### src/hw/rtl/smaa_pkg.sv
// Shared package for the sensor moving-average alarm.
// Sizes, register codes, sequencer states, memory port structs and divide constants.
// No dependencies.
`timescale 1ns / 1ps

package smaa_pkg;

	localparam int SENSOR_SLOTS  = 8;
	localparam int WINDOW_LENGTH = 5;

	localparam int ID_W     = 16;
	localparam int TEMP_W   = 16;
	localparam int SLOT_W   = 3;
	localparam int POS_W    = (WINDOW_LENGTH > 1) ? $clog2(WINDOW_LENGTH) : 1;
	localparam int ENTRIES  = SENSOR_SLOTS * WINDOW_LENGTH;
	localparam int ADDR_W   = (ENTRIES > 1) ? $clog2(ENTRIES) : 1;
	localparam int CNT_W    = $clog2(WINDOW_LENGTH + 1);
	localparam int SUM_W    = TEMP_W + CNT_W;
	localparam int MAG_W    = SUM_W - 1;
	localparam int CFG_W    = 64;
	localparam int CFG_IDX_W = 2;

	// Reciprocal divide: q = (mag * ceil(2^K / n)) >> K is exact for mag < 2^MAG_W
	localparam int RCP_SHIFT = MAG_W + CNT_W;
	localparam int RCP_W     = RCP_SHIFT + 1;
	localparam int PROD_W    = MAG_W + RCP_W;

	localparam logic [RCP_W-1:0] RCP_1 = RCP_W'(2 ** RCP_SHIFT);
	localparam logic [RCP_W-1:0] RCP_2 = RCP_W'((2 ** RCP_SHIFT + 1) / 2);
	localparam logic [RCP_W-1:0] RCP_3 = RCP_W'((2 ** RCP_SHIFT + 2) / 3);
	localparam logic [RCP_W-1:0] RCP_4 = RCP_W'((2 ** RCP_SHIFT + 3) / 4);
	localparam logic [RCP_W-1:0] RCP_5 = RCP_W'((2 ** RCP_SHIFT + 4) / 5);

	localparam logic [CFG_W-1:0] IDS_LO_RESET = 64'h0031_0025_0015_000F;
	localparam logic [CFG_W-1:0] IDS_HI_RESET = 64'h008E_0084_0081_0070;
	localparam logic signed [TEMP_W-1:0] MAX_T_RESET = 16'sd3200;
	localparam logic signed [TEMP_W-1:0] MIN_T_RESET = 16'sd1920;

	typedef enum logic [CFG_IDX_W-1:0] {
		REG_IDS_LO = 2'd0,
		REG_IDS_HI = 2'd1,
		REG_MAX_T  = 2'd2,
		REG_MIN_T  = 2'd3
	} cfg_reg_t;

	typedef enum logic [2:0] {
		ST_IDLE,
		ST_READ,
		ST_LAST,
		ST_DIV,
		ST_FIN,
		ST_DONE
	} state_t;

	typedef struct packed {
		logic              en;
		logic [ADDR_W-1:0] addr;
		logic [TEMP_W-1:0] data;
	} ring_wr_t;

	typedef struct packed {
		logic              en;
		logic [ADDR_W-1:0] addr;
	} ring_rd_t;

	function automatic logic [RCP_W-1:0] recip(input logic [CNT_W-1:0] n);
		logic [RCP_W-1:0] r;
		case (n)
			CNT_W'(1): r = RCP_1;
			CNT_W'(2): r = RCP_2;
			CNT_W'(3): r = RCP_3;
			CNT_W'(4): r = RCP_4;
			CNT_W'(5): r = RCP_5;
			default:   r = '0;
		endcase
		return r;
	endfunction

endpackage

### src/hw/rtl/sensor_moving_average_alarm.sv
// Sensor moving-average alarm: top level with id match, ring sequencer, divide and alarm.
// Unknown id: straight to the result. Known id: ring read, divide and alarm; one item at a time,
// set by the single ring read port (one sample per cycle) and the shared accumulator.
// Reset (arst_n, async, active low) restores ids and thresholds and clears rings and positions.
// Depends on smaa_pkg and smaa_ring_store.
`timescale 1ns / 1ps

module sensor_moving_average_alarm (
	input  logic                              clk,
	input  logic                              arst_n,
	// input beat
	input  logic                              s_tvalid,
	output logic                              s_tready,
	input  logic [31:0]                       s_tdata,  // sensor_number[15:0], temperature[31:16]
	// result beat
	output logic                              m_tvalid,
	input  logic                              m_tready,
	output logic [23:0]                       m_tdata,  // slot_index[2:0], average[18:3],
	                                                    // too_hot[19], too_cold[20], zero pad
	output logic                              m_tuser,  // known_sensor[0]
	// configuration writes
	input  logic                              cfg_valid,
	output logic                              cfg_ready,
	input  logic [smaa_pkg::CFG_IDX_W-1:0]    cfg_index,
	input  logic [smaa_pkg::CFG_W-1:0]        cfg_data
);
	import smaa_pkg::*;

	// ---------------------------------------------------------------- config
	logic [CFG_W-1:0]         ids_lo_q;
	logic [CFG_W-1:0]         ids_hi_q;
	logic signed [TEMP_W-1:0] max_t_q;
	logic signed [TEMP_W-1:0] min_t_q;

	assign cfg_ready = 1'b1;

	always_ff @(posedge clk or negedge arst_n) begin
		if (!arst_n) begin
			ids_lo_q <= IDS_LO_RESET;
			ids_hi_q <= IDS_HI_RESET;
			max_t_q  <= MAX_T_RESET;
			min_t_q  <= MIN_T_RESET;
		end else if (cfg_valid && cfg_ready) begin
			case (cfg_reg_t'(cfg_index))
				REG_IDS_LO: ids_lo_q <= cfg_data;
				REG_IDS_HI: ids_hi_q <= cfg_data;
				REG_MAX_T:  max_t_q  <= cfg_data[TEMP_W-1:0];
				REG_MIN_T:  min_t_q  <= cfg_data[TEMP_W-1:0];
				default:    ;
			endcase
		end
	end

	// ---------------------------------------------------------------- input fields
	logic [ID_W-1:0]   in_id;
	logic [TEMP_W-1:0] in_temp;
	logic              in_beat;

	assign in_id   = s_tdata[ID_W-1:0];
	assign in_temp = s_tdata[ID_W +: TEMP_W];
	assign in_beat = s_tvalid && s_tready;

	// ---------------------------------------------------------------- id match
	// Lowest matching slot wins, so scan from the top down.
	logic [ID_W*SENSOR_SLOTS-1:0] ids_all;
	logic                         hit;
	logic [SLOT_W-1:0]            hit_slot;

	assign ids_all = {ids_hi_q, ids_lo_q};

	always_comb begin
		hit      = 1'b0;
		hit_slot = '0;
		for (int s = SENSOR_SLOTS - 1; s >= 0; s--) begin
			if (ids_all[s*ID_W +: ID_W] == in_id) begin
				hit      = 1'b1;
				hit_slot = SLOT_W'(s);
			end
		end
	end

	// ---------------------------------------------------------------- write positions
	logic [POS_W-1:0]  wpos_q [SENSOR_SLOTS];
	logic [POS_W-1:0]  hit_pos;
	logic [ADDR_W-1:0] hit_base;

	assign hit_pos  = wpos_q[hit_slot];
	assign hit_base = ADDR_W'(hit_slot) * ADDR_W'(WINDOW_LENGTH);

	always_ff @(posedge clk or negedge arst_n) begin
		if (!arst_n) begin
			for (int s = 0; s < SENSOR_SLOTS; s++) begin
				wpos_q[s] <= '0;
			end
		end else if (in_beat && hit) begin
			if (hit_pos == POS_W'(WINDOW_LENGTH - 1)) begin
				wpos_q[hit_slot] <= '0;
			end else begin
				wpos_q[hit_slot] <= hit_pos + POS_W'(1);
			end
		end
	end

	// ---------------------------------------------------------------- sequencer
	state_t state_q, state_d;
	logic   rd_en;
	logic   out_load;
	logic   rd_last;

	logic [POS_W-1:0]  idx_q;
	logic [ADDR_W-1:0] base_q;
	logic [SLOT_W-1:0] slot_q;
	logic              found_q;
	logic              rd_pend_q;

	assign rd_last = (idx_q == POS_W'(WINDOW_LENGTH - 1));

	always_comb begin
		state_d = state_q;
		case (state_q)
			ST_IDLE: if (in_beat) state_d = hit ? ST_READ : ST_DONE;
			ST_READ: if (rd_last) state_d = ST_LAST;
			ST_LAST: state_d = ST_DIV;
			ST_DIV:  state_d = ST_FIN;
			ST_FIN:  state_d = ST_DONE;
			ST_DONE: if (out_load) state_d = ST_IDLE;
			default: state_d = ST_IDLE;
		endcase
	end

	always_comb begin
		s_tready = 1'b0;
		rd_en    = 1'b0;
		out_load = 1'b0;
		case (state_q)
			ST_IDLE: s_tready = 1'b1;
			ST_READ: rd_en    = 1'b1;
			ST_DONE: out_load = !m_tvalid || m_tready;
			default: ;
		endcase
	end

	always_ff @(posedge clk or negedge arst_n) begin
		if (!arst_n) begin
			state_q   <= ST_IDLE;
			idx_q     <= '0;
			found_q   <= 1'b0;
			rd_pend_q <= 1'b0;
		end else begin
			state_q   <= state_d;
			rd_pend_q <= rd_en;
			if (in_beat) begin
				idx_q   <= '0;
				found_q <= hit;
			end else if (rd_en) begin
				idx_q <= idx_q + POS_W'(1);
			end
		end
	end

	always_ff @(posedge clk) begin
		if (in_beat) begin
			base_q <= hit_base;
			slot_q <= hit ? hit_slot : '0;
		end
	end

	// ---------------------------------------------------------------- ring store
	ring_wr_t          ring_wr;
	ring_rd_t          ring_rd;
	logic [TEMP_W-1:0] ring_data;

	assign ring_wr.en   = in_beat && hit;
	assign ring_wr.addr = hit_base + ADDR_W'(hit_pos);
	assign ring_wr.data = in_temp;
	assign ring_rd.en   = rd_en;
	assign ring_rd.addr = base_q + ADDR_W'(idx_q);

	smaa_ring_store u_ring (
		.clk     (clk),
		.arst_n  (arst_n),
		.wr      (ring_wr),
		.rd      (ring_rd),
		.rd_data (ring_data)
	);

	// ---------------------------------------------------------------- accumulate
	// One sample per cycle through the shared adder; zero entries are skipped.
	logic signed [SUM_W-1:0] acc_q;
	logic [CNT_W-1:0]        cnt_q;

	always_ff @(posedge clk or negedge arst_n) begin
		if (!arst_n) begin
			acc_q <= '0;
			cnt_q <= '0;
		end else if (in_beat) begin
			acc_q <= '0;
			cnt_q <= '0;
		end else if (rd_pend_q && (ring_data != '0)) begin
			acc_q <= acc_q + {{CNT_W{ring_data[TEMP_W-1]}}, ring_data};
			cnt_q <= cnt_q + CNT_W'(1);
		end
	end

	// ---------------------------------------------------------------- divide
	// Magnitude times reciprocal of the count; the sign goes back on afterwards,
	// which gives truncation toward zero.
	logic [SUM_W-1:0]  acc_neg;
	logic [MAG_W-1:0]  mag;
	logic [PROD_W-1:0] prod;
	logic [MAG_W-1:0]  quo_s1;
	logic              neg_s1;

	assign acc_neg = -acc_q;
	assign mag     = acc_q[SUM_W-1] ? acc_neg[MAG_W-1:0] : acc_q[MAG_W-1:0];
	assign prod    = PROD_W'(mag) * PROD_W'(recip(cnt_q));

	always_ff @(posedge clk) begin
		if (state_q == ST_DIV) begin
			quo_s1 <= prod[RCP_SHIFT +: MAG_W];
			neg_s1 <= acc_q[SUM_W-1];
		end
	end

	// ---------------------------------------------------------------- alarm
	logic [MAG_W-1:0]         quo_neg;
	logic signed [TEMP_W-1:0] avg_w;
	logic signed [TEMP_W-1:0] avg_q;
	logic                     hot_q;
	logic                     cold_q;

	assign quo_neg = -quo_s1;
	assign avg_w   = (cnt_q == '0) ? '0 :
	                 (neg_s1 ? quo_neg[TEMP_W-1:0] : quo_s1[TEMP_W-1:0]);

	always_ff @(posedge clk) begin
		if (in_beat) begin
			avg_q  <= '0;
			hot_q  <= 1'b0;
			cold_q <= 1'b0;
		end else if (state_q == ST_FIN) begin
			avg_q  <= avg_w;
			hot_q  <= (cnt_q != '0) && (avg_w > max_t_q);
			cold_q <= (cnt_q != '0) && (avg_w < min_t_q);
		end
	end

	// ---------------------------------------------------------------- result register
	logic        out_valid_q;
	logic [23:0] out_data_q;
	logic        out_known_q;

	always_ff @(posedge clk or negedge arst_n) begin
		if (!arst_n) begin
			out_valid_q <= 1'b0;
		end else if (out_load) begin
			out_valid_q <= 1'b1;
		end else if (m_tready) begin
			out_valid_q <= 1'b0;
		end
	end

	always_ff @(posedge clk) begin
		if (out_load) begin
			out_data_q  <= {3'b000, cold_q, hot_q, avg_q, slot_q};
			out_known_q <= found_q;
		end
	end

	assign m_tvalid = out_valid_q;
	assign m_tdata  = out_data_q;
	assign m_tuser  = out_known_q;

	// ---------------------------------------------------------------- checks
`ifndef SYNTHESIS
	a_unknown_zero: assert property (@(posedge clk) disable iff (!arst_n)
		(m_tvalid && !m_tuser) |-> (m_tdata == '0))
		else $error("unknown sensor result carries nonzero fields");

	a_cnt_range: assert property (@(posedge clk) disable iff (!arst_n)
		cnt_q <= CNT_W'(WINDOW_LENGTH))
		else $error("nonzero sample count beyond window");

	a_read_known: assert property (@(posedge clk) disable iff (!arst_n)
		(state_q == ST_READ) |-> found_q)
		else $error("ring read for unknown sensor");

	a_busy_after_beat: assert property (@(posedge clk) disable iff (!arst_n)
		(s_tvalid && s_tready) |=> !s_tready)
		else $error("input taken again before result formed");
`endif

endmodule

### src/hw/rtl/smaa_ring_store.sv
// Sample rings for all sensor slots: one write port, one registered read port.
// Per-entry valid bits make never-written entries read as zero after reset. Uses smaa_pkg.
`timescale 1ns / 1ps

module smaa_ring_store (
	input  logic                             clk,
	input  logic                             arst_n,
	input  smaa_pkg::ring_wr_t               wr,
	input  smaa_pkg::ring_rd_t               rd,
	output logic [smaa_pkg::TEMP_W-1:0]      rd_data
);
	import smaa_pkg::*;

	logic [TEMP_W-1:0]  mem_q [ENTRIES];
	logic [ENTRIES-1:0] valid_q;
	logic [TEMP_W-1:0]  rd_raw_q;
	logic               rd_vld_q;

	always_ff @(posedge clk) begin
		if (wr.en) begin
			mem_q[wr.addr] <= wr.data;
		end
		if (rd.en) begin
			rd_raw_q <= mem_q[rd.addr];
		end
	end

	always_ff @(posedge clk or negedge arst_n) begin
		if (!arst_n) begin
			valid_q  <= '0;
			rd_vld_q <= 1'b0;
		end else begin
			if (wr.en) begin
				valid_q[wr.addr] <= 1'b1;
			end
			if (rd.en) begin
				rd_vld_q <= valid_q[rd.addr];
			end
		end
	end

	assign rd_data = rd_vld_q ? rd_raw_q : '0;

endmodule
### config.mk
export PLATFORM = sky130hd
export DESIGN_NAME = sensor_moving_average_alarm
export DESIGN_NICKNAME = d
export VERILOG_FILES = /design/src/hw/rtl/smaa_pkg.sv /design/src/hw/rtl/sensor_moving_average_alarm.sv /design/src/hw/rtl/smaa_ring_store.sv
export SDC_FILE = /design/constraint.sdc
export NUM_CORES = 2
export LEC_CHECK = 0
export ABC_AREA = 0
export BUFFER_PORTS_ARGS = -buffer_cell sky130_fd_sc_hd__buf_2
export CAP_MARGIN = 20
export CORE_UTILIZATION = 66
export CTS_CLUSTER_DIAMETER = 80
export DETAILED_ROUTE_END_ITERATION = 8
export GPL_TIMING_DRIVEN = 0
export HOLD_SLACK_MARGIN = 0.03
export PLACE_DENSITY = 0.84
export SYNTH_ARGS = -nofsm -noshare
export SYNTH_HDL_FRONTEND = slang
export SYNTH_SLANG_ARGS = --single-unit
export TNS_END_PERCENT = 20
### constraint.sdc
create_clock -name clk -period 11.56 [get_ports clk]
set_input_delay 2.312 -clock clk [delete_from_list [all_inputs] [get_ports clk]]
set_output_delay 2.312 -clock clk [all_outputs]
set_load 0.02 [all_outputs]
==> flow_results.org <==
** Global route
- The via count of the first global-routing pass came to 30993.
- The first global-routing pass estimated 187.6 mm of wire.
- Total overflow reported by the global router :: 0
- Aggregate global-route resource usage :: 34.12%
- Antenna violations before repair :: 5
- Largest net degree at the start of global routing :: 134

** Worst hold path
- The path class of the tightest hold or removal check is register to register.

** Floorplan
- Number of cell rows :: 99
- Area inside the core boundary :: 73210 µm²
- Die outline height :: 274.7 µm
- Area of the die :: 75440 µm²
- The die is 274.7 µm wide.
- Initial core utilization :: 67.03%
- For this design the top-level I/O count stands at 131.

** Final layout
- Leaving out fill and tap cells, the most frequent cells in the layout are sky130_fd_sc_hd__edfxtp_1, sky130_fd_sc_hd__inv_1, sky130_fd_sc_hd__dfrtp_1, sky130_fd_sc_hd__mux4_2, sky130_fd_sc_hd__fa_1.
- Most common cell after layout, fill and taps aside :: sky130_fd_sc_hd__edfxtp_1
- Share of post-route cells with drive strength above 1 :: 23.18%
- Post-layout instance count excluding filler cells :: 4524
- The area growth from synthesis to layout is 11.41%.
- The net count of the finished layout is 3956.
- Final core occ :: 74.67%

** Power
- In this run the static leakage power is 21.84 nW.
- VDD sags by at most 0.0002406 V.
- Power density relative to cell area :: 281.2 nW/µm²

** Place
- In this run, placement finished with an instance count of 4340.
- Final Wtd Congestion :: 0.9509
- Dpl hpwl :: 84.40 mm
- Timing analysis after detailed placement gives a worst setup slack of 2.661 ns.
- Buffers placed on the I/O ports in this run total 110.

** Timing
- Across the routed clock network, the largest skew measured is 0.08553 ns.
- Slack of the critical path :: 2.618 ns
- In this run the tightest slew margin relative to its limit is 25.93%.
- Ratio of final minimum period to clock period :: 77.35%
- RSZ-0062 raised after global routing :: no
- Based on the critical path, the design can be clocked at up to 111.8 MHz.
- Tightest Pin Transition :: 1.110 ns
- The number of hold violations in the final report is 0.
- Subtracting the final worst setup slack from the clock period gives 8.942 ns.
- The number of pins with negative max-slew slack in the final report is 0.
- Setup violations remaining at the end of the flow were counted as 0.
- After routing, the total negative slack on setup checks comes to 0 ns.

** Critical path
- Cell with the most instances on the worst path :: sky130_fd_sc_hd__fa_1
- The worst setup path is launched from a register.
- The worst setup path is captured at a register.
- Counting both buffers and inverters, the worst setup path holds a total of 6.
- Data required, critical path :: 11.94 ns
- The kind of cell with the highest combined delay along the critical path is adder cells.
- Classification of the worst setup path :: register to register
- Along the worst path, the maximum fanout reaches 10.
- Slowest stage cell, crit path :: sky130_fd_sc_hd__o22ai_1
- In this design, the stage delay of the slowest critical-path cell is 0.84 ns.
- Arrival time reported for the critical path endpoint :: 9.32 ns

** Synthesis
- Seq cells post-synth :: 978
- Each instance of the synthesized netlist takes up on average 15.15 µm².
- Counting distinct cell types in the post-synthesis netlist gives 72.
- Dominant synthesized flop cell :: sky130_fd_sc_hd__edfxtp_1
- Counting flops with a built-in enable in the synthesized netlist gives 704.
- After synthesis, flip-flops and latches occupy 56.95% of the total area.
- Synthesis produced 3239 cells.
- After synthesis, the share of flip-flops with an asynchronous set or reset is 26.18%.
- Summing every instance area after synthesis gives 49070 µm².
- Synthesis warning total :: 0

** Route
- First DRT Iteration DRCs :: 3445
- DR vias/cell :: 6.420
- After detailed routing, the average wire length per cell comes to 27.66 µm.
- The routed layout has 29044 vias.
- Detailed-route wire length :: 125.1 mm
- First-pass iteration count of the detailed router :: 8
- For this run, design rule violations remaining after detail routing come to 18.
- The count of nets left with antenna violations once routing finished came out at 0.

** Clocking
- Buffers inserted to repair hold after CTS numbered 0.
- In this run the post-CTS setup repair buffer count came out at 0.
- Clock Tree Root :: sky130_fd_sc_hd__clkbuf_16
- Clock tree synthesis found a total of 978 sinks.
- TritonCTS built the clock tree.
- Depth of the CTS H-tree :: 3
- Total of cells resized after clock tree synthesis :: 0
- Clock latency reported for the late side of the worst-skew pair :: 0.70 ns
- After clock tree synthesis, the clock-pin slew on the worst setup and hold paths is 0.06 ns.
- Clock buffers created by TritonCTS :: 94
- Maximum buffer depth of the clock tree :: 3

** Job
- Max-cap violations :: 0

** Run status
- The final reports fail on DRC.
- Status :: complete, but fails checks
[stage by stage]
stage / instance area, µm² / hold slack (ns) / total power, W
after floorplan: 49070 / 0.4003 / 0.009802
after global placement: 50830 / 0.4051 / 0.01162
after detailed placement: 51400 / 0.4181 / 0.01206
after CTS: 54610 / 0.4131 / 0.01533
after global routing: 54660 / 0.4386 / 0.01629
final: 54670 / 0.4132 / 0.01537
[final timing paths]
kind                       startpoint                  to  slack [ns]  depth (start not counted)
min in group asynchronous      arst_n  u_ring.valid_q[38]        1.56                          1
min reg2reg                 slot_q[2]          m_tdata[2]        0.41                          0
max                          cnt_q[0]          quo_s1[15]        2.62                         28
max reg2reg                  cnt_q[0]          quo_s1[15]        2.62                         28
max in group asynchronous      arst_n           acc_q[14]        8.57                          3
min                         slot_q[2]          m_tdata[2]        0.41                          0
[report_power, final]
part           internal (W)  switching [W]
clock               0.00182        0.00137
combinational       0.00322        0.00457
sequential          0.00419       0.000196
[cells by family (layout without fill, tap and decap cells)]
| kind of cell | Yosys count | count (layout) | share of synthesized area [%] |
|---|---|---|---|
| DFF | 978 | 978 | 56.95 |
| and+or+nand+nor | 577 | 577 | 5.743 |
| buffers and inverters | 452 | 770 | 3.669 |
| muxes | 428 | 428 | 14.42 |
| adders and majority gates | 373 | 373 | 12.45 |
| xor gates and xnor gates | 216 | 216 | 3.856 |
| AOI/OAI and AO/OA | 213 | 213 | 2.897 |
| other | 2 | 10 | 0.01531 |
[state kept, by name, summed over array words and instances, names as in the netlist, 3 cells and up]
| name | cells |
|---|---|
| avg_q | 16 |
| ids_hi_q | 64 |
| quo_s1 | 16 |
| base_q | 6 |
| idx_q | 3 |
| u_ring.mem_q | 640 |
| acc_q | 19 |
| cnt_q | 3 |
| u_ring.rd_raw_q | 16 |
| wpos_q | 24 |
| max_t_q | 16 |
| state_q | 3 |
| slot_q | 3 |
| ids_lo_q | 64 |
| u_ring.valid_q | 40 |
| min_t_q | 16 |
| m_tdata | 21 |
[synth_stat cells, types with 20 or more instances]
| cell | number | area, µm² |
|---|---|---|
| sky130_fd_sc_hd__inv_1 | 333 | 1250 |
| sky130_fd_sc_hd__clkbuf_1 | 77 | 289.0 |
| sky130_fd_sc_hd__nor2_1 | 166 | 623.1 |
| sky130_fd_sc_hd__dfrtp_1 | 225 | 5630 |
| sky130_fd_sc_hd__nand2b_1 | 36 | 225.2 |
| sky130_fd_sc_hd__mux4_2 | 203 | 4572 |
| sky130_fd_sc_hd__ha_1 | 181 | 2265 |
| sky130_fd_sc_hd__and2_1 | 36 | 225.2 |
| sky130_fd_sc_hd__a21oi_1 | 73 | 365.4 |
| sky130_fd_sc_hd__xnor2_1 | 72 | 630.6 |
| sky130_fd_sc_hd__mux2_2 | 186 | 2095 |
| sky130_fd_sc_hd__fa_1 | 192 | 3844 |
| sky130_fd_sc_hd__nor2b_1 | 39 | 244.0 |
| sky130_fd_sc_hd__o21ai_0 | 22 | 110.1 |
| sky130_fd_sc_hd__nand2_1 | 143 | 536.8 |
| sky130_fd_sc_hd__dfstp_2 | 31 | 814.5 |
| sky130_fd_sc_hd__nor4_1 | 31 | 193.9 |
| sky130_fd_sc_hd__a21o_1 | 20 | 150.1 |
| sky130_fd_sc_hd__a211oi_1 | 24 | 180.2 |
| sky130_fd_sc_hd__or2_2 | 45 | 281.5 |
| sky130_fd_sc_hd__xor2_1 | 144 | 1261 |
| sky130_fd_sc_hd__mux2i_1 | 37 | 370.4 |
| sky130_fd_sc_hd__edfxtp_1 | 704 | 21140 |
[final cells by class]
cell class	count	area (µm²)
Fill cell	4235	18540
Sequential cell	978	27950
Timing Repair Buffer	143	1059
Multi-Input combinational cell	1811	19430
Clock inverter	51	673.1
Buffer	118	546.8
Antenna cell	6	15.01
Inverter	334	1254
Clock buffer	124	2545
Tap cell	959	1200
[routing by layer]
layer / wire length, µm / up-vias / share of wire (%) / track usage, %
met5: 13 / - / 0.010 / 0
met4: 7080 / 2 / 5.7 / 17.78
met3: 9727 / 416 / 7.8 / 5.569
met2: 63150 / 1685 / 50 / 57.91
met1: 45160 / 14821 / 36 / 42.58
li1: - / 12120 / - / -
Note: power is estimated with default switching activity, not from simulation.
